==> src/rtl/bhc_pkg.sv <==
// Package for the binary header checker: types, codes, defaults and byte-swap helpers.
// Used by bhc_cfg_regs, bhc_in_stage, bhc_parser and the top level; depends on nothing.

package bhc_pkg;

  // defaults for the top-level parameters
  localparam int unsigned HEAD_LEN_DEF   = 8;
  localparam int unsigned SUFFIX_MAX_DEF = 256;

  // configuration port geometry
  localparam int unsigned CFG_DW  = 64;
  localparam int unsigned PADDR_W = 4;
  localparam logic [PADDR_W-1:0] REG_MAGIC_ADDR = 4'h0;
  localparam logic [PADDR_W-1:0] REG_TAIL_ADDR  = 4'h8;

  // field byte position counter, wide enough for the 64-bit time stamp
  localparam int unsigned IDX_W = 3;

  // required header version
  localparam logic [7:0] VERSION_OK = 8'h01;

  // parser phases
  typedef enum logic [3:0] {
    PH_IDLE,
    PH_HEAD,
    PH_SIZE,
    PH_VER,
    PH_SUFFIX,
    PH_DVER,
    PH_INT,
    PH_LONG,
    PH_TIME,
    PH_TAIL,
    PH_DONE
  } phase_e;

  // verdict codes
  typedef enum logic [1:0] {
    ST_NONE   = 2'd0,
    ST_OK     = 2'd1,
    ST_BROKEN = 2'd2
  } status_e;

  typedef enum logic [1:0] {
    EN_EQUAL   = 2'd0,
    EN_OTHER   = 2'd1,
    EN_STRANGE = 2'd2
  } endian_e;

  // one input word as held in the input register
  typedef struct packed {
    logic [7:0] data_byte;
    logic       start_req;
    logic       stream_end;
  } item_t;

  // one result word
  typedef struct packed {
    logic [1:0]  status;
    logic [1:0]  endian_state;
    logic [31:0] header_size;
    logic [7:0]  version;
    logic [7:0]  data_version;
    logic [7:0]  int_bytes;
    logic [7:0]  long_bytes;
    logic [63:0] time_stamp;
    logic [13:0] suffix_length;
    logic [15:0] bytes_counted;
  } res_t;

  function automatic logic [31:0] swap32(input logic [31:0] v);
    return {v[7:0], v[15:8], v[23:16], v[31:24]};
  endfunction

  function automatic logic [63:0] swap64(input logic [63:0] v);
    logic [63:0] r;
    r = '0;
    for (int i = 0; i < 8; i++) begin
      r[8*(7-i) +: 8] = v[8*i +: 8];
    end
    return r;
  endfunction

endpackage

==> src/rtl/bhc_in_if.sv <==
// Input channel of the binary header checker: valid/ready plus one header byte word.
// Depends on nothing.

interface bhc_in_if;
  logic       valid;
  logic       ready;
  logic [7:0] data_byte;
  logic       start_req;
  logic       stream_end;

  modport source (output valid, output data_byte, output start_req, output stream_end,
                  input ready);
  modport sink   (input valid, input data_byte, input start_req, input stream_end,
                  output ready);
endinterface

==> src/rtl/bhc_res_if.sv <==
// Result channel of the binary header checker: valid/ready plus the verdict fields.
// Depends on nothing.

interface bhc_res_if;
  logic               valid;
  logic               ready;
  logic [1:0]         status;
  logic [1:0]         endian_state;
  logic [31:0]        header_size;
  logic [7:0]         version;
  logic [7:0]         data_version;
  logic [7:0]         int_bytes;
  logic [7:0]         long_bytes;
  logic signed [63:0] time_stamp;
  logic [13:0]        suffix_length;
  logic [15:0]        bytes_counted;

  modport source (output valid, output status, output endian_state, output header_size,
                  output version, output data_version, output int_bytes,
                  output long_bytes, output time_stamp, output suffix_length,
                  output bytes_counted, input ready);
  modport sink   (input valid, input status, input endian_state, input header_size,
                  input version, input data_version, input int_bytes,
                  input long_bytes, input time_stamp, input suffix_length,
                  input bytes_counted, output ready);
endinterface

==> src/rtl/bhc_cfg_regs.sv <==
// APB-style register file holding the expected magic and tail signature.
// Depends on bhc_pkg.

module bhc_cfg_regs (
  input  logic                                clk_i,
  input  logic                                rst_ni,
  input  logic                                psel,
  input  logic                                penable,
  input  logic                                pwrite,
  input  logic [bhc_pkg::PADDR_W-1:0]         paddr,
  input  logic [bhc_pkg::CFG_DW-1:0]          pwdata,
  output logic [bhc_pkg::CFG_DW-1:0]          prdata,
  output logic                                pready,
  output logic [63:0]                         magic_o,
  output logic [31:0]                         tail_sig_o
);

  logic [63:0] magic_q;
  logic [31:0] tail_q;
  logic        wr_en;
  logic        sel_magic;

  assign pready    = 1'b1;
  assign wr_en     = psel && penable && pwrite;
  // anything not at the magic address lands in the tail register
  assign sel_magic = (paddr == bhc_pkg::REG_MAGIC_ADDR);

  // register writes
  always_ff @(posedge clk_i or negedge rst_ni) begin
    if (!rst_ni) begin
      magic_q <= '0;
      tail_q  <= '0;
    end else if (wr_en) begin
      if (sel_magic) begin
        magic_q <= pwdata;
      end else begin
        tail_q <= pwdata[31:0];
      end
    end
  end

  // read back
  always_comb begin
    if (sel_magic) begin
      prdata = magic_q;
    end else begin
      prdata = {32'b0, tail_q};
    end
  end

  assign magic_o    = magic_q;
  assign tail_sig_o = tail_q;

endmodule

==> src/rtl/bhc_in_stage.sv <==
// Input register of the binary header checker; takes a new word when empty or when the parser takes the held one.
// Depends on bhc_pkg and bhc_in_if.

module bhc_in_stage (
  input  logic            clk_i,
  input  logic            rst_ni,
  bhc_in_if.sink          in_i,
  input  logic            take_i,
  output logic            vld_o,
  output bhc_pkg::item_t  item_o
);

  logic           vld_q;
  bhc_pkg::item_t item_q;
  logic           load;

  assign in_i.ready = !vld_q || take_i;
  assign load       = in_i.valid && in_i.ready;

  // valid flag
  always_ff @(posedge clk_i or negedge rst_ni) begin
    if (!rst_ni) begin
      vld_q <= 1'b0;
    end else if (load) begin
      vld_q <= 1'b1;
    end else if (take_i) begin
      vld_q <= 1'b0;
    end
  end

  // payload
  always_ff @(posedge clk_i) begin
    if (load) begin
      item_q.data_byte  <= in_i.data_byte;
      item_q.start_req  <= in_i.start_req;
      item_q.stream_end <= in_i.stream_end;
    end
  end

  assign vld_o  = vld_q;
  assign item_o = item_q;

endmodule

==> src/rtl/bhc_parser.sv <==
// Header parser state machine and result register of the binary header checker.
// Depends on bhc_pkg and bhc_res_if.

module bhc_parser #(
  parameter int unsigned HeadLen   = bhc_pkg::HEAD_LEN_DEF,
  parameter int unsigned SuffixMax = bhc_pkg::SUFFIX_MAX_DEF
) (
  input  logic            clk_i,
  input  logic            rst_ni,
  input  logic            vld_i,
  input  bhc_pkg::item_t  item_i,
  output logic            take_o,
  input  logic [63:0]     magic_i,
  input  logic [31:0]     tail_sig_i,
  bhc_res_if.source       res_o
);

  localparam int unsigned IdxW = bhc_pkg::IDX_W;
  localparam int unsigned SfxW = $clog2(SuffixMax + 1);
  localparam logic [IdxW-1:0] HeadLast = IdxW'(HeadLen - 1);
  localparam logic [SfxW-1:0] SfxLimit = SfxW'(SuffixMax);

  // parser state
  bhc_pkg::phase_e phase_q, phase_d;
  logic [IdxW-1:0] idx_q, idx_d;
  logic [15:0]     cnt_q, cnt_d;
  logic            mok_q, mok_d;
  logic [31:0]     size_q, size_d;
  logic [7:0]      ver_q, ver_d;
  logic [23:0]     small_q, small_d;
  logic [63:0]     time_q, time_d;
  logic [31:0]     tail_q, tail_d;
  logic [SfxW-1:0] sfx_q, sfx_d;

  // result side
  logic             res_vld_q;
  bhc_pkg::res_t    res_q, res_d;
  logic             out_free;
  logic             emit;
  logic             swap;
  bhc_pkg::status_e status;
  bhc_pkg::endian_e endian;
  logic [7:0]       b;
  logic [31:0]      size_res;
  logic [63:0]      time_res;

  // a held result only blocks a word that would produce another one
  assign out_free = !res_vld_q || res_o.ready;
  assign take_o   = vld_i && (out_free || !emit);
  assign b        = item_i.data_byte;

  // next state and verdict for the word in the input register
  always_comb begin
    phase_d = phase_q;
    idx_d   = idx_q;
    cnt_d   = cnt_q;
    mok_d   = mok_q;
    size_d  = size_q;
    ver_d   = ver_q;
    small_d = small_q;
    time_d  = time_q;
    tail_d  = tail_q;
    sfx_d   = sfx_q;
    emit    = 1'b0;
    swap    = 1'b0;
    status  = bhc_pkg::ST_NONE;
    endian  = bhc_pkg::EN_EQUAL;

    if (vld_i) begin
      // restart drops any header in progress
      if (item_i.start_req) begin
        phase_d = bhc_pkg::PH_HEAD;
        idx_d   = '0;
        cnt_d   = '0;
        mok_d   = 1'b1;
        size_d  = '0;
        ver_d   = '0;
        small_d = '0;
        time_d  = '0;
        tail_d  = '0;
        sfx_d   = '0;
      end

      if (phase_d != bhc_pkg::PH_IDLE && phase_d != bhc_pkg::PH_DONE) begin
        if (item_i.stream_end) begin
          // early end of stream
          emit   = 1'b1;
          status = (phase_d == bhc_pkg::PH_HEAD) ? bhc_pkg::ST_NONE : bhc_pkg::ST_BROKEN;
        end else begin
          if (cnt_d != 16'hFFFF) begin
            cnt_d = cnt_d + 16'd1;
          end
          unique case (phase_d)
            bhc_pkg::PH_HEAD: begin
              if (b != magic_i[{idx_d, 3'b000} +: 8]) begin
                mok_d = 1'b0;
              end
              if (idx_d == HeadLast) begin
                if (b != 8'h00) begin
                  mok_d = 1'b0;
                end
                if (!mok_d) begin
                  emit   = 1'b1;
                  status = bhc_pkg::ST_NONE;
                end else begin
                  phase_d = bhc_pkg::PH_SIZE;
                  idx_d   = '0;
                end
              end else begin
                idx_d = idx_d + IdxW'(1);
              end
            end
            bhc_pkg::PH_SIZE: begin
              size_d[{idx_d[1:0], 3'b000} +: 8] = b;
              if (idx_d[1:0] == 2'd3) begin
                phase_d = bhc_pkg::PH_VER;
                idx_d   = '0;
              end else begin
                idx_d = idx_d + IdxW'(1);
              end
            end
            bhc_pkg::PH_VER: begin
              ver_d = b;
              if (b != bhc_pkg::VERSION_OK) begin
                emit   = 1'b1;
                status = bhc_pkg::ST_BROKEN;
              end else begin
                phase_d = bhc_pkg::PH_SUFFIX;
              end
            end
            bhc_pkg::PH_SUFFIX: begin
              if (b == 8'h00) begin
                phase_d = bhc_pkg::PH_DVER;
              end else begin
                sfx_d = sfx_d + SfxW'(1);
                if (sfx_d >= SfxLimit) begin
                  emit   = 1'b1;
                  status = bhc_pkg::ST_BROKEN;
                end
              end
            end
            bhc_pkg::PH_DVER: begin
              small_d[7:0] = b;
              phase_d      = bhc_pkg::PH_INT;
            end
            bhc_pkg::PH_INT: begin
              small_d[15:8] = b;
              phase_d       = bhc_pkg::PH_LONG;
            end
            bhc_pkg::PH_LONG: begin
              small_d[23:16] = b;
              phase_d        = bhc_pkg::PH_TIME;
              idx_d          = '0;
            end
            bhc_pkg::PH_TIME: begin
              time_d[{idx_d, 3'b000} +: 8] = b;
              if (idx_d == 3'd7) begin
                phase_d = bhc_pkg::PH_TAIL;
                idx_d   = '0;
              end else begin
                idx_d = idx_d + IdxW'(1);
              end
            end
            bhc_pkg::PH_TAIL: begin
              tail_d[{idx_d[1:0], 3'b000} +: 8] = b;
              if (idx_d[1:0] != 2'd3) begin
                idx_d = idx_d + IdxW'(1);
              end else begin
                // tail verdict: tail signature picks the endianness, then size field against the bytes counted
                emit = 1'b1;
                if (tail_d == tail_sig_i) begin
                  endian = bhc_pkg::EN_EQUAL;
                  status = (size_d == {16'b0, cnt_d}) ? bhc_pkg::ST_OK
                                                       : bhc_pkg::ST_BROKEN;
                end else if (bhc_pkg::swap32(tail_d) == tail_sig_i) begin
                  endian = bhc_pkg::EN_OTHER;
                  swap   = 1'b1;
                  status = (bhc_pkg::swap32(size_d) == {16'b0, cnt_d}) ? bhc_pkg::ST_OK
                                                                        : bhc_pkg::ST_BROKEN;
                end else begin
                  endian = bhc_pkg::EN_STRANGE;
                  status = bhc_pkg::ST_BROKEN;
                end
              end
            end
            default: begin
              phase_d = bhc_pkg::PH_DONE;
            end
          endcase
        end
      end
    end

    // byte-swapped view of size and time for the other endianness
    size_res = swap ? bhc_pkg::swap32(size_d) : size_d;
    time_res = swap ? bhc_pkg::swap64(time_d) : time_d;

    if (emit) begin
      phase_d = bhc_pkg::PH_DONE;
    end

    res_d.status        = status;
    res_d.endian_state  = endian;
    res_d.header_size   = size_res;
    res_d.version       = ver_d;
    res_d.data_version  = small_d[7:0];
    res_d.int_bytes     = small_d[15:8];
    res_d.long_bytes    = small_d[23:16];
    res_d.time_stamp    = time_res;
    res_d.suffix_length = 14'(sfx_d);
    res_d.bytes_counted = cnt_d;
  end

  // parser state registers
  always_ff @(posedge clk_i or negedge rst_ni) begin
    if (!rst_ni) begin
      phase_q <= bhc_pkg::PH_IDLE;
      idx_q   <= '0;
      cnt_q   <= '0;
      mok_q   <= 1'b1;
      size_q  <= '0;
      ver_q   <= '0;
      small_q <= '0;
      time_q  <= '0;
      tail_q  <= '0;
      sfx_q   <= '0;
    end else if (take_o) begin
      phase_q <= phase_d;
      idx_q   <= idx_d;
      cnt_q   <= cnt_d;
      mok_q   <= mok_d;
      size_q  <= size_d;
      ver_q   <= ver_d;
      small_q <= small_d;
      time_q  <= time_d;
      tail_q  <= tail_d;
      sfx_q   <= sfx_d;
    end
  end

  // result valid
  always_ff @(posedge clk_i or negedge rst_ni) begin
    if (!rst_ni) begin
      res_vld_q <= 1'b0;
    end else if (out_free) begin
      res_vld_q <= take_o && emit;
    end
  end

  // result payload
  always_ff @(posedge clk_i) begin
    if (take_o && emit) begin
      res_q <= res_d;
    end
  end

  assign res_o.valid         = res_vld_q;
  assign res_o.status        = res_q.status;
  assign res_o.endian_state  = res_q.endian_state;
  assign res_o.header_size   = res_q.header_size;
  assign res_o.version       = res_q.version;
  assign res_o.data_version  = res_q.data_version;
  assign res_o.int_bytes     = res_q.int_bytes;
  assign res_o.long_bytes    = res_q.long_bytes;
  assign res_o.time_stamp    = res_q.time_stamp;
  assign res_o.suffix_length = res_q.suffix_length;
  assign res_o.bytes_counted = res_q.bytes_counted;

endmodule

==> src/rtl/binary_header_checker_top.sv <==
// Top level of the binary header checker: config registers, input register and parser.
// Depends on bhc_pkg, bhc_in_if, bhc_res_if, bhc_cfg_regs, bhc_in_stage and bhc_parser.

// The checker takes one header byte word per clock and gives at most one verdict word per
// header, through the input register and then the result register. A new byte is accepted
// every cycle as long as the result side drains; a held result stalls intake only when the
// next byte would also produce one. The rate of one byte per clock is set by the parser
// state update, which handles a whole byte in a single cycle. Magic and tail signature are
// written through the APB port at byte addresses 0 and 8; the user must write them only
// while the checker is idle, not enforced by the block; no clearing pass runs after reset.

module binary_header_checker_top #(
  parameter int unsigned HeadLen   = bhc_pkg::HEAD_LEN_DEF,
  parameter int unsigned SuffixMax = bhc_pkg::SUFFIX_MAX_DEF
) (
  input  logic                        clk_i,
  input  logic                        rst_ni,
  input  logic                        psel,
  input  logic                        penable,
  input  logic                        pwrite,
  input  logic [bhc_pkg::PADDR_W-1:0] paddr,
  input  logic [bhc_pkg::CFG_DW-1:0]  pwdata,
  output logic [bhc_pkg::CFG_DW-1:0]  prdata,
  output logic                        pready,
  bhc_in_if.sink                      in_i,
  bhc_res_if.source                   res_o
);

  logic [63:0]    magic;
  logic [31:0]    tail_sig;
  logic           item_vld;
  logic           take;
  bhc_pkg::item_t item;

  // configuration registers
  bhc_cfg_regs u_cfg (
    .clk_i      (clk_i),
    .rst_ni     (rst_ni),
    .psel       (psel),
    .penable    (penable),
    .pwrite     (pwrite),
    .paddr      (paddr),
    .pwdata     (pwdata),
    .prdata     (prdata),
    .pready     (pready),
    .magic_o    (magic),
    .tail_sig_o (tail_sig)
  );

  // input register
  bhc_in_stage u_in (
    .clk_i  (clk_i),
    .rst_ni (rst_ni),
    .in_i   (in_i),
    .take_i (take),
    .vld_o  (item_vld),
    .item_o (item)
  );

  // parser and result register
  bhc_parser #(
    .HeadLen   (HeadLen),
    .SuffixMax (SuffixMax)
  ) u_parser (
    .clk_i      (clk_i),
    .rst_ni     (rst_ni),
    .vld_i      (item_vld),
    .item_i     (item),
    .take_o     (take),
    .magic_i    (magic),
    .tail_sig_i (tail_sig),
    .res_o      (res_o)
  );

endmodule
==> src/flat_wrapper.sv <==
// flat-port wrapper written by rule: the top's interface ports become plain ports
module binary_header_checker_top_flat 
#(
  parameter int unsigned HeadLen   = bhc_pkg::HEAD_LEN_DEF,
  parameter int unsigned SuffixMax = bhc_pkg::SUFFIX_MAX_DEF
)
  (clk_i, rst_ni, psel, penable, pwrite, paddr, pwdata, prdata, pready, in_i_valid, in_i_data_byte, in_i_start_req, in_i_stream_end, in_i_ready, res_o_valid, res_o_status, res_o_endian_state, res_o_header_size, res_o_version, res_o_data_version, res_o_int_bytes, res_o_long_bytes, res_o_time_stamp, res_o_suffix_length, res_o_bytes_counted, res_o_ready);
  bhc_in_if in_i_i ();
  bhc_res_if res_o_i ();
  input  logic clk_i;
  input  logic rst_ni;
  input  logic psel;
  input  logic penable;
  input  logic pwrite;
  input  logic [bhc_pkg::PADDR_W-1:0] paddr;
  input  logic [bhc_pkg::CFG_DW-1:0] pwdata;
  output logic [bhc_pkg::CFG_DW-1:0] prdata;
  output logic pready;
  input wire logic [$bits(in_i_i.valid)-1:0] in_i_valid;
  input wire logic [$bits(in_i_i.data_byte)-1:0] in_i_data_byte;
  input wire logic [$bits(in_i_i.start_req)-1:0] in_i_start_req;
  input wire logic [$bits(in_i_i.stream_end)-1:0] in_i_stream_end;
  output wire logic [$bits(in_i_i.ready)-1:0] in_i_ready;
  output wire logic [$bits(res_o_i.valid)-1:0] res_o_valid;
  output wire logic [$bits(res_o_i.status)-1:0] res_o_status;
  output wire logic [$bits(res_o_i.endian_state)-1:0] res_o_endian_state;
  output wire logic [$bits(res_o_i.header_size)-1:0] res_o_header_size;
  output wire logic [$bits(res_o_i.version)-1:0] res_o_version;
  output wire logic [$bits(res_o_i.data_version)-1:0] res_o_data_version;
  output wire logic [$bits(res_o_i.int_bytes)-1:0] res_o_int_bytes;
  output wire logic [$bits(res_o_i.long_bytes)-1:0] res_o_long_bytes;
  output wire logic [$bits(res_o_i.time_stamp)-1:0] res_o_time_stamp;
  output wire logic [$bits(res_o_i.suffix_length)-1:0] res_o_suffix_length;
  output wire logic [$bits(res_o_i.bytes_counted)-1:0] res_o_bytes_counted;
  input wire logic [$bits(res_o_i.ready)-1:0] res_o_ready;
  assign in_i_i.valid = in_i_valid;
  assign in_i_i.data_byte = in_i_data_byte;
  assign in_i_i.start_req = in_i_start_req;
  assign in_i_i.stream_end = in_i_stream_end;
  assign in_i_ready = in_i_i.ready;
  assign res_o_valid = res_o_i.valid;
  assign res_o_status = res_o_i.status;
  assign res_o_endian_state = res_o_i.endian_state;
  assign res_o_header_size = res_o_i.header_size;
  assign res_o_version = res_o_i.version;
  assign res_o_data_version = res_o_i.data_version;
  assign res_o_int_bytes = res_o_i.int_bytes;
  assign res_o_long_bytes = res_o_i.long_bytes;
  assign res_o_time_stamp = res_o_i.time_stamp;
  assign res_o_suffix_length = res_o_i.suffix_length;
  assign res_o_bytes_counted = res_o_i.bytes_counted;
  assign res_o_i.ready = res_o_ready;
  binary_header_checker_top #(.HeadLen(HeadLen), .SuffixMax(SuffixMax)) u_core (.clk_i(clk_i), .rst_ni(rst_ni), .psel(psel), .penable(penable), .pwrite(pwrite), .paddr(paddr), .pwdata(pwdata), .prdata(prdata), .pready(pready), .in_i(in_i_i), .res_o(res_o_i));
endmodule
==> config.mk <==
export PLATFORM = sky130hd
export DESIGN_NAME = binary_header_checker_top_flat
export DESIGN_NICKNAME = d
export VERILOG_FILES = /design/src/rtl/bhc_pkg.sv /design/src/rtl/bhc_in_if.sv /design/src/rtl/bhc_res_if.sv /design/src/rtl/bhc_cfg_regs.sv /design/src/rtl/bhc_in_stage.sv /design/src/rtl/bhc_parser.sv /design/src/rtl/binary_header_checker_top.sv /design/src/flat_wrapper.sv
export SDC_FILE = /design/constraint.sdc
export NUM_CORES = 1
export LEC_CHECK = 0
export BUFFER_PORTS_ARGS = -buffer_cell sky130_fd_sc_hd__buf_2
export CORE_MARGIN = 2
export CORE_UTILIZATION = 55
export DETAILED_ROUTE_END_ITERATION = 8
export PLACE_DENSITY = 0.76
export RECOVER_POWER = 25
export SLEW_MARGIN = 20
export SYNTH_ARGS = -nofsm -noshare
export SYNTH_HDL_FRONTEND = slang
export SYNTH_SLANG_ARGS = --single-unit
==> constraint.sdc <==
create_clock -name clk_i -period 18 [get_ports clk_i]
set_input_delay 1.8 -clock clk_i [delete_from_list [all_inputs] [get_ports clk_i]]
set_output_delay 1.8 -clock clk_i [all_outputs]
set_load 0.01 [all_outputs]
# [Word-level counts from Yosys, hierarchy flattened]
# Cells that the tools add are included.
[word_totals] ff_bits=458 latchBits=0 ramBits=0 mem_bits_ro=0 inputBits=85 output_inout_bits=229 wordCells=203 n_memories=0
[classes] add_sub_neg=5 n_mul=0 div=0 order_cmp=1 n_eq_ne=20 n_shift=5 mux=117 bitwise_logic=4 reduce_logical=24
[op_table] cell="2-to-1 mux 64 bit" n=8
[op_table] cell="2-to-1 mux 32 bit" n=12
[op_table] cell="2-to-1 mux 16 bit" n=9
[op_table] cell="2-to-1 mux 24 bit" n=4
[op_table] cell="bitwise mux 32 bit" n=2
[op_table] cell="bitwise mux 64 bit" n=1
[op_table] cell="equality test 32 x 16 -> 1 bit" n=2
[op_table] cell="equality test 32 bit" n=2
[op_table] cell="2-to-1 mux 8 bit" n=8
[op_table] cell="variable shift 8 x 8 -> 64 bit, first input constant" n=1
[op_table] cell="indexed part select 64 x 7 -> 8 bit" n=1
[op_table] cell="indexed part select 8 x 8 -> 64 bit" n=1
[op_table] cell="2-to-1 mux 9 bit" n=7
[op_table] cell="2-to-1 mux 4 bit" n=12
[op_table] cell="case mux 4 bit (9 select lines)" n=1
[op_table] cell="variable shift 8 x 7 -> 32 bit, first input constant" n=1
[op_table] cell="indexed part select 8 x 7 -> 32 bit" n=1
[op_table] cell="2-to-1 mux 1 bit" n=30
[op_table] cell="2-to-1 mux 3 bit" n=9
[op_table] cell="2-to-1 mux 2 bit" n=11
[op_table] cell="adder 16 x 1 -> 16 bit, second input constant" n=1
[op_table] cell="equality test 4 x 3 -> 1 bit, second input constant" n=4
[op_table] cell="!= test 16 bit, second input constant" n=1
[op_table] cell="case mux 3 bit (5 select lines)" n=1
[op_table] cell="other kinds (27)" n=46

# [Logic depth before layout (Yosys ltp)]
# Gate-level depths: netlist of run 1.
[depth] ltp_word=23 ltp_mapped=19 ltp_nobuf=12

# [Hierarchy]
# From an unflattened synthesis of run 1, not the netlist that was laid out.
[hier_totals] hier_cells=2191 area_unflattened_um2=24180.7
[by_module_without_submodules] module="bhc_parser" instances=1 cells_each=1898 area_per_inst_um2=19620.1 seq_area_each_um2=9570.4
[by_module_without_submodules] module="bhc_cfg_regs" instances=1 cells_each=279 area_per_inst_um2=4206.5 seq_area_each_um2=2402.3
[by_module_without_submodules] module="bhc_in_stage" instances=1 cells_each=14 area_per_inst_um2=354.1 seq_area_each_um2=325.3

# [Worst setup path before layout of run 1]
# No wires, ideal clock.
[synth_timing] path_kind="register to register" from="register u_core.u_in.item_q (netlist bit u_core.u_in.item_o[1])" to="register u_core.u_parser.res_q (netlist bit u_core.u_parser.res_o.bytes_counted[0]) (enable)" setup_ns=0.677 arrival_ns=9.630 slack_ns=7.693 stages_incl_launch_ff=15 n_path_buf=7 synth_period_minus_slack_ns=10.307 path_cell_list="edfxtp_1 -> buf_4 -> buf_2 -> buf_1 -> clkbuf_1 -> clkbuf_1 -> clkbuf_1 -> clkbuf_1 -> nor2b_1 -> ha_1 -> nand4_1 -> xor2_1 -> o211ai_1 -> nand3b_1 -> nor2_1"
[synth_via] elab_chain_len=21 word_cells_on_any_way=40 cone_classes="add/sub: 1; order compare: 1; eq/ne: 8; shift: 1; mux: 23; reduce/logical: 6"
[synth_lines] item="start: declaration" line="bhc_in_stage.sv:14" source="bhc_pkg::item_t item_q;"
[synth_lines] item="2-to-1 mux 3 bit" line="bhc_parser.sv:71" source="if (item_i.start_req) begin"
[synth_lines] item="2-to-1 mux 3 bit" line="bhc_parser.sv:69" source="if (vld_i) begin"
[synth_lines] item="indexed part select 64 x 7 -> 8 bit" line="bhc_parser.sv:95" source="if (b != magic_i[{idx_d, 3'b000} +: 8]) begin"
[synth_lines] item="!= test 8 bit" line="bhc_parser.sv:95"
[synth_lines] item="2-to-1 mux 1 bit" line="bhc_parser.sv:95"
[synth_lines] item="2-to-1 mux 1 bit" line="bhc_parser.sv:99" source="if (b != 8'h00) begin"
[synth_lines] item="2-to-1 mux 1 bit" line="bhc_parser.sv:98" source="if (idx_d == HeadLast) begin"
[synth_lines] item="2-to-1 mux 1 bit" line="bhc_parser.sv:93" source="unique case (phase_d)"
[synth_lines] item="[... 5 more ...]"
[synth_lines] item="case mux 1 bit (4 select lines)" line="bhc_parser.sv:93"
[synth_lines] item="2-to-1 mux 1 bit" line="bhc_parser.sv:85" source="if (item_i.stream_end) begin"
[synth_lines] item="2-to-1 mux 1 bit *" line="bhc_parser.sv:84" source="if (phase_d != bhc_pkg::PH_IDLE && phase_d != bhc_pkg::PH_DONE) begin"
[synth_lines] item="2-to-1 mux 1 bit *" line="bhc_parser.sv:69"
[synth_lines] item="zero test 1 bit" line="bhc_parser.sv:49" source="assign take_o = vld_i && (out_free || !emit);"
[synth_lines] item="logical OR 1 bit" line="bhc_parser.sv:49"
[synth_lines] item="logical AND 1 bit" line="bhc_parser.sv:49"
[synth_lines] item="logical AND 1 bit *" line="bhc_parser.sv:252" source="if (take_o && emit) begin"
[synth_lines] item="end signal: assignment" line="bhc_parser.sv:253" source="res_q <= res_d;"
[synth_lines] item="end: declaration" line="bhc_parser.sv:37" source="bhc_pkg::res_t res_q, res_d;"
# Mark *: on every way between the ends. The rest lies on a longest branch, timed or not. The select of a mux whose other input is x is not followed.
# A chain may end at the register's enable or synchronous reset.

# [Worst setup path in the final report of run 1]
[layout_timing] from="register u_core.u_in.item_q (netlist bit u_core.u_in.item_o[1])" to="output in_i_ready"
[layout_via] elab_chain_len=21 word_cells_on_any_way=40 cone_classes="add/sub: 1; order compare: 1; eq/ne: 8; shift: 1; mux: 23; reduce/logical: 6"
[layout_lines] item="2-to-1 mux 3 bit" line="bhc_parser.sv:71"
[layout_lines] item="2-to-1 mux 3 bit" line="bhc_parser.sv:69"
[layout_lines] item="indexed part select 64 x 7 -> 8 bit" line="bhc_parser.sv:95"
[layout_lines] item="!= test 8 bit" line="bhc_parser.sv:95"
[layout_lines] item="2-to-1 mux 1 bit" line="bhc_parser.sv:95"
[layout_lines] item="2-to-1 mux 1 bit" line="bhc_parser.sv:99"
[layout_lines] item="2-to-1 mux 1 bit" line="bhc_parser.sv:98"
[layout_lines] item="2-to-1 mux 1 bit" line="bhc_parser.sv:93"
[layout_lines] item="[... 5 more ...]"
[layout_lines] item="case mux 1 bit (4 select lines)" line="bhc_parser.sv:93"
[layout_lines] item="2-to-1 mux 1 bit" line="bhc_parser.sv:85"
[layout_lines] item="2-to-1 mux 1 bit *" line="bhc_parser.sv:84"
[layout_lines] item="2-to-1 mux 1 bit *" line="bhc_parser.sv:69"
[layout_lines] item="zero test 1 bit *" line="bhc_parser.sv:49"
[layout_lines] item="logical OR 1 bit *" line="bhc_parser.sv:49"
[layout_lines] item="logical AND 1 bit *" line="bhc_parser.sv:49"
[layout_lines] item="logical OR 1 bit *" line="bhc_in_stage.sv:17" source="assign in_i.ready = !vld_q || take_i;"
[layout_lines] item="end: declaration" line="flat_wrapper.sv:23" source="output wire logic [$bits(in_i_i.ready)-1:0] in_i_ready;"
# Marked as above.

==> impl_metrics.py, run 1 <==
metrics = {
    "job": {
        "max_cap_viol_count": 3,
    },
    "routing": {
        "remaining_drc_errors": 0,
        "postRouteAntennaNets": 0,
        "vias": 20017,
        "dr.first_iter.drc_count": 2230,
        "drt-total-wl_mm": 76.32,
        "drt_first_pass_iters": 7,
        "vias_per_cell": 6.377,
        "wl_per_cell_um": 24.31,
    },
    "pwr": {
        "power.density_nw_per_um2": 107.5,
        "power_mw": 2.987,
        "power_leakage_nw": 11.65,
        "peakVddDrop_mv": 0.07878,
    },
    "clock_network": {
        "post_cts_buffers": 0,
        "clkSinkCount": 458,
        "worstSkewPairLatency_ps": 610,
        "cts_hold_buf": 0,
        "cts_root_buf": "clkbuf_16",
        "cts_resized": 0,
        "clockBufferDepth": 3,
        "clk_pin_slew_worst_paths_ps": 60,
        "cts_tree": "built",
        "cts_buffers": 47,
        "ctsHtreeMaxLevel": 2,
    },
    "cells_and_area": {
        "area_growth_pct": 14.07,
        "fin_area_um2": 27780,
        "layout-drive-gt1-share": 0.2112,
        "layout_common_cells": "306 x nand2_1, 289 x dfrtp_1, 216 x buf_2, 167 x edfxtp_1, 166 x mux2_2",
        "fin_nets": 2600,
        "insertedDiodeCount": 0,
        "final_common_cell": "nand2_1",
    },
    "placed_design": {
        "post-place-ws_ps": 11450,
        "portBuffers": 307,
        "placed_area_um2": 26190,
        "globalplace.congestion": 0.9740,
        "dp.final_hpwl_mm": 51.84,
    },
    "die": {
        "initial_core_util": 0.5544,
        "placementRows": 77,
        "die_w_um": 214.4,
        "coreArea_um2": 43930,
        "chipHeight_um": 214.4,
        "pin_count": 314,
        "die_area_um2": 45980,
    },
    "timing": {
        "maxSlewViolCount": 289,
        "setup_slack_ps": 6686,
        "tightest_slew_ps": 6760,
        "hold_violations": 0,
        "tns_ps": 0,
        "fmax_mhz": 88.38,
        "finClkSkew_ps": 34.70,
        "period_minus_slack_ps": 11310,
        "setup_viol": 0,
        "post-route-period-util": 0.6286,
        "rsz0062_at_grt": "no",
        "relSlewSlack": -3.507,
    },
    "synthesis": {
        "ys_warn_count": 0,
        "syn_area_um2": 24350,
        "synth-edff-count": 167,
        "synthCells": 2293,
        "synth_cell_types": 86,
        "netlist.area_leader.share": 0.2980,
        "avgSynthCellArea_um2": 10.62,
        "seq_area_frac_synth": 0.5050,
        "async_flop_share": 0.6354,
        "yosys.area.top_type": "dfrtp_1",
        "synth_seq_cells": 458,
        "synth_ff_type": "dfrtp_1",
        "synth_area_leaders": "dfrtp_1 30%, edfxtp_1 21%, mux2_2 7.7%",
    },
    "global_routing": {
        "grt_start_max_net_pins": 166,
        "grt_pass1_wl_mm": 117.0,
        "antenna_found_initial": 2,
        "gr-total-overflow": 0,
        "grtUsageTotal": 0.3281,
        "grt_pass1_vias": 19487,
    },
    "worst_setup_path": {
        "path_class": "flip-flop to output pin",
        "critPathArrivalTime_ps": 9510,
        "cp_data_required_time_ps": 16200,
        "cp-start-kind": "flip-flop",
        "rrSetupSlack_ps": 6800,
        "critPathMaxFanout": 133,
        "critPathCaptureType": "output pin",
    },
    "run_status": {
        "violations": "capacitance limit, slew limit",
        "status": "complete, but fails checks",
    },
    "worst_hold_path": {
        "worstHoldPathType": "flip-flop to flip-flop",
    },
}
==> through the flow <==
stage	std cells	hold WS [ps]	utilization
floorplan	2297	443.6	-
global placement	3051	457.1	0.5961
detailed placement	3051	464.1	0.5961
CTS	3139	479.7	0.6352
global route	3139	502.6	0.6323
finish	3139	479.0	0.6323
==> worst max-delay path, cell delays in order, from the launching register on <==
cell and delay [ps]:
edfxtp_1 340, clkbuf_1 4480, nor2b_1 1360, and2_1 540, or2_2 290, o211ai_1 160
o211ai_1 310, nor4_2 740, nor2_4 60, buf_4 280, inv_1 150, buf_2 150
==> cell usage after synthesis (all sizes together) (18+ instances only) <==
cell     instances
nand2          306
dfrtp          290
o21ai          170
mux2           169
edfxtp         167
clkbuf         129
nor2            98
a22o            93
mux2i           68
xnor2           62
a21oi           53
and2            53
buf             50
nand3           50
inv             37
a22oi           31
a32oi           31
and3            29
a21o            27
nor4            27
nor2b           24
o2bb2ai         24
nor3            23
xor2            23
o22ai           20
a31oi           18
==> cell families (layout without fill, tap and decap cells) <==
logic type	count (synthesis)	count (layout)	synth area share
adders and majority gates	7	7	0.003596
other	2	6	0.0003084
and+or+nand+nor	698	698	0.1397
AOI/OAI and AO/OA	582	582	0.1686
xor gates and xnor gates	85	85	0.03057
muxes	245	245	0.1135
DFF	458	458	0.5050
buffers and inverters	216	466	0.03884
==> flip-flops by register name, summed over array words and instances, names as in the netlist, 2 cells and up <==
register and count:
u_core.u_parser.res_o.data_version 8, u_core.u_parser.time_q 64, u_core.u_parser.res_o.status 2, u_core.u_parser.small_q 24, u_core.u_parser.tail_q 32, u_core.u_parser.res_o.header_size 32
u_core.u_parser.res_o.int_bytes 8, u_core.u_parser.res_o.endian_state 2, u_core.u_parser.res_o.time_stamp 64, u_core.u_parser.cnt_q 16, u_core.u_parser.size_q 32, u_core.u_parser.sfx_q 9
u_core.u_parser.res_o.suffix_length 9, u_core.u_in.item_o 10, u_core.u_parser.ver_q 8, u_core.u_cfg.tail_sig_o 32, u_core.u_cfg.magic_o 64, u_core.u_parser.phase_q 4
u_core.u_parser.res_o.version 8, u_core.u_parser.res_o.long_bytes 8, u_core.u_parser.idx_q 3, u_core.u_parser.res_o.bytes_counted 16
==> layer usage <==
metal / GRT usage / vias up / part of all wire
li1: - / 8927 / -
met1: 0.4473 / 9877 / 0.41
met2: 0.5169 / 1042 / 0.46
met3: 0.07362 / 169 / 0.088
met4: 0.1222 / 2 / 0.038
met5: 0 / - / 0.00021
==> cell type report <==
| class | count | area, µm² |
|---|---|---|
| clock buffers | 57 | 1285 |
| repair buffers | 341 | 1683 |
| multi-input cells | 1623 | 11200 |
| inverters | 37 | 138.9 |
| well taps | 592 | 740.7 |
| flip-flops and latches | 458 | 12300 |
| fillers | 3577 | 16150 |
| clock inverters | 31 | 431.7 |
==> power by group <==
part / switching, mW / total, mW / internal (mW)
Sequential: 0.100 / 1.30 / 1.20
Clock: 0.436 / 1.08 / 0.643
Combinational: 0.391 / 0.611 / 0.220
==> final timing paths <==
path	startpoint	end	cells after the start
setup / recovery	u_core.u_in.item_o[1]$_DFFE_PP_	in_i_ready	11
hold reg to reg	u_core.u_parser.small_q[10]$_DFFE_PN0P_	u_core.u_parser.small_q[10]$_DFFE_PN0P_	1
max in group asynchronous	rst_ni	u_core.u_cfg.magic_o[37]$_DFFE_PN0P_	1
setup reg to reg	u_core.u_in.item_o[1]$_DFFE_PP_	u_core.u_parser.res_o.time_stamp[8]$_DFFE_PP_	13
hold / removal	u_core.u_parser.small_q[10]$_DFFE_PN0P_	u_core.u_parser.small_q[10]$_DFFE_PN0P_	1
min in group asynchronous	rst_ni	u_core.u_parser.time_q[38]$_DFFE_PN0P_	1
Note: power is estimated with default switching activity, not from simulation.
==> run 2: changes to the inputs <==
==> constraint.sdc (replaced) <==
create_clock -name clk_i -period 11.3 [get_ports clk_i]
set_input_delay 1.13 -clock clk_i [delete_from_list [all_inputs] [get_ports clk_i]]
set_output_delay 1.13 -clock clk_i [all_outputs]
set_load 0.01 [all_outputs]
==> impl_metrics.py, run 2 (synthesis gave the netlist of run 1 again) <==
metrics = {
    "run_status": {
        "status": "complete, but fails checks",
        "violations": "capacitance limit, slew limit",
    },
    "routing": {
        "vias_per_cell": 6.439,
        "postRouteAntennaNets": 0,
        "vias": 20213,
        "dr.first_iter.drc_count": 2208,
        "remaining_drc_errors": 0,
        "wl_per_cell_um": 24.41,
        "drt_first_pass_iters": 6,
        "drt-total-wl_mm": 76.62,
    },
    "worst_setup_path": {
        "path_cells": "clkbuf_1",
        "cp_data_required_time_ps": 10350,
        "max_stage_delay_ps": 4510,
        "path_class": "primary input to asynchronous set/reset pin",
        "rrSetupSlack_ps": 4580,
        "critPathSlowestCell": "clkbuf_1",
        "r2r_start": "u_core.u_in.item_o[1]$_DFFE_PP_",
        "critical_path.top_delay_family": "buffers and inverters",
        "critPathCaptureType": "asynchronous set/reset pin",
        "timing.rr.end": "u_core.u_parser.res_o.time_stamp[46]$_DFFE_PP_",
        "reg2reg_depth": 12,
        "critPathArrivalTime_ps": 5880,
        "cp-start-kind": "primary input",
        "critPathMaxFanout": 117,
        "crit_buf_inv": 1,
    },
    "timing": {
        "hold_violations": 0,
        "post-route-period-util": 0.6048,
        "fmax_mhz": 146.3,
        "tightest_slew_ps": 6719,
        "rsz0062_at_grt": "no",
        "period_minus_slack_ps": 6834,
        "maxSlewViolCount": 118,
        "tns_ps": 0,
        "setup_slack_ps": 4466,
        "setup_viol": 0,
        "relSlewSlack": -3.479,
        "finClkSkew_ps": 19.94,
    },
    "cells_and_area": {
        "fin_nets": 2600,
        "layout_common_cells": "306 x nand2_1, 289 x dfrtp_1, 223 x buf_2, 167 x edfxtp_1, 166 x mux2_2",
        "final_common_cell": "nand2_1",
        "area_growth_pct": 13.66,
        "layout-drive-gt1-share": 0.2136,
        "stdcell_count": 3139,
        "insertedDiodeCount": 0,
    },
    "clock_network": {
        "cts_hold_buf": 0,
        "worstSkewPairLatency_ps": 600,
        "clk_pin_slew_worst_paths_ps": 60,
        "cts_tree": "built",
        "clockBufferDepth": 3,
        "post_cts_buffers": 0,
        "ctsHtreeMaxLevel": 2,
        "cts_buffers": 48,
        "clkSinkCount": 458,
        "cts_resized": 0,
        "cts_root_buf": "clkbuf_16",
    },
    "die": {
        "chipHeight_um": 214.4,
        "coreArea_um2": 43930,
        "pin_count": 314,
        "die_w_um": 214.4,
        "placementRows": 77,
        "die_area_um2": 45980,
        "initial_core_util": 0.5544,
    },
    "global_routing": {
        "grt_pass1_wl_mm": 117.2,
        "grt_pass1_vias": 19620,
        "grt_start_max_net_pins": 176,
        "use_met3": 0.06865,
        "use_met1": 0.4488,
        "antenna_found_initial": 3,
        "grtUsageTotal": 0.3274,
        "top_usage_layer": "met2",
        "gr-total-overflow": 0,
        "met2_usage": 0.5183,
    },
    "pwr": {
        "clkPwrFrac": 0.344,
        "peakVddDrop_mv": 0.1294,
        "p_sw_mw": 1.462,
        "internal_power_mw": 3.179,
        "p_sw_frac": 0.3150,
        "combPwrFrac": 0.210,
        "pwr-share-seq": 0.446,
        "power_leakage_nw": 11.62,
        "power.density_nw_per_um2": 167.6,
    },
    "worst_hold_path": {
        "hold_depth": 1,
        "holdPathEnd": "u_core.u_parser.time_q[21]$_DFFE_PN0P_",
        "hold_path.startpoint": "u_core.u_parser.time_q[21]$_DFFE_PN0P_",
        "worstHoldPathType": "flip-flop to flip-flop",
    },
    "placed_design": {
        "post-place-ws_ps": 4690,
        "portBuffers": 307,
        "dp_cells": 3050,
        "globalplace.congestion": 0.9734,
        "dp.final_hpwl_mm": 52.06,
    },
    "job": {
        "max_cap_viol_count": 1,
    },
}
run 2: changes by cell type in the layout (fill, tap and decap cells not counted), moves of 2 or more:
cell | before | now
bufinv_16 | 9 | 4
clkinvlp_4 | 2 | 4
buf_2 | 216 | 223
clkinv_1 | 4 | 2
clkbuf_1 | 97 | 94
clkbuf_8 | 5 | 7
inv_6 | 4 | 1
run 2: cell type report:
type / count / area (µm²)
fill: 3617 / 16250
sequential: 458 / 12300
multi-input combinational: 1623 / 11220
timing repair buffer: 340 / 1704
clock buffer: 65 / 1335
tap: 592 / 740.7
clock inverter: 24 / 246.5
inverter: 37 / 138.9
run 2: routing by layer:
metal  routed length (µm)  share of wire
met1                31440           0.41
met2                35770           0.47
met3                 6767          0.088
met4                 2622          0.034
met5                   13        0.00017
run 2: power by group through the flow:
| stage | clock network, mW | logic [mW] | registers, mW |
|---|---|---|---|
| after floorplan | 0 | 0.625 | 2.07 |
| after global placement | 0 | 0.947 | 2.09 |
| after detailed placement | 0 | 0.964 | 2.09 |
| after CTS | 1.61 | 0.970 | 2.06 |
| after global routing | 1.68 | 1.05 | 2.08 |
| final | 1.60 | 0.974 | 2.07 |
run 2: worst max path at each step:
stage                                         startpoint                                                to  slack, ps  cells after the start
floorplan                u_core.u_in.item_o[1]$_DFFE_PP_  u_core.u_parser.res_o.bytes_counted[0]$_DFFE_PP_        990                     14
global placement    u_core.u_parser.idx_q[0]$_DFFE_PN0P_    u_core.u_parser.res_o.time_stamp[44]$_DFFE_PP_       4540                     13
detailed placement       u_core.u_in.item_o[1]$_DFFE_PP_    u_core.u_parser.res_o.time_stamp[45]$_DFFE_PP_       4690                     12
CTS                 u_core.u_parser.idx_q[0]$_DFFE_PN0P_    u_core.u_parser.res_o.time_stamp[48]$_DFFE_PP_       4670                     13
global route                                      rst_ni             u_core.u_parser.cnt_q[15]$_DFFE_PN0P_       3380                      1
finish                                            rst_ni              u_core.u_parser.cnt_q[9]$_DFFE_PN0P_       4470                      1
run 2: metrics by stage:
| step | utilization | area, µm² | hold WS [ps] | power [mW] |
|---|---|---|---|---|
| 5_1_grt | 0.6301 | 27680 | 488.8 | 4.809 |
| 6_report | 0.6301 | 27680 | 479.4 | 4.640 |
| 3_5_place_dp | 0.5960 | 26190 | 463.1 | 3.057 |
| 3_3_place_gp | 0.5959 | 26180 | 456.8 | 3.034 |
| 4_1_cts | 0.6320 | 27770 | 478.2 | 4.646 |
| 2_1_floorplan | - | 24370 | 443.6 | 2.698 |
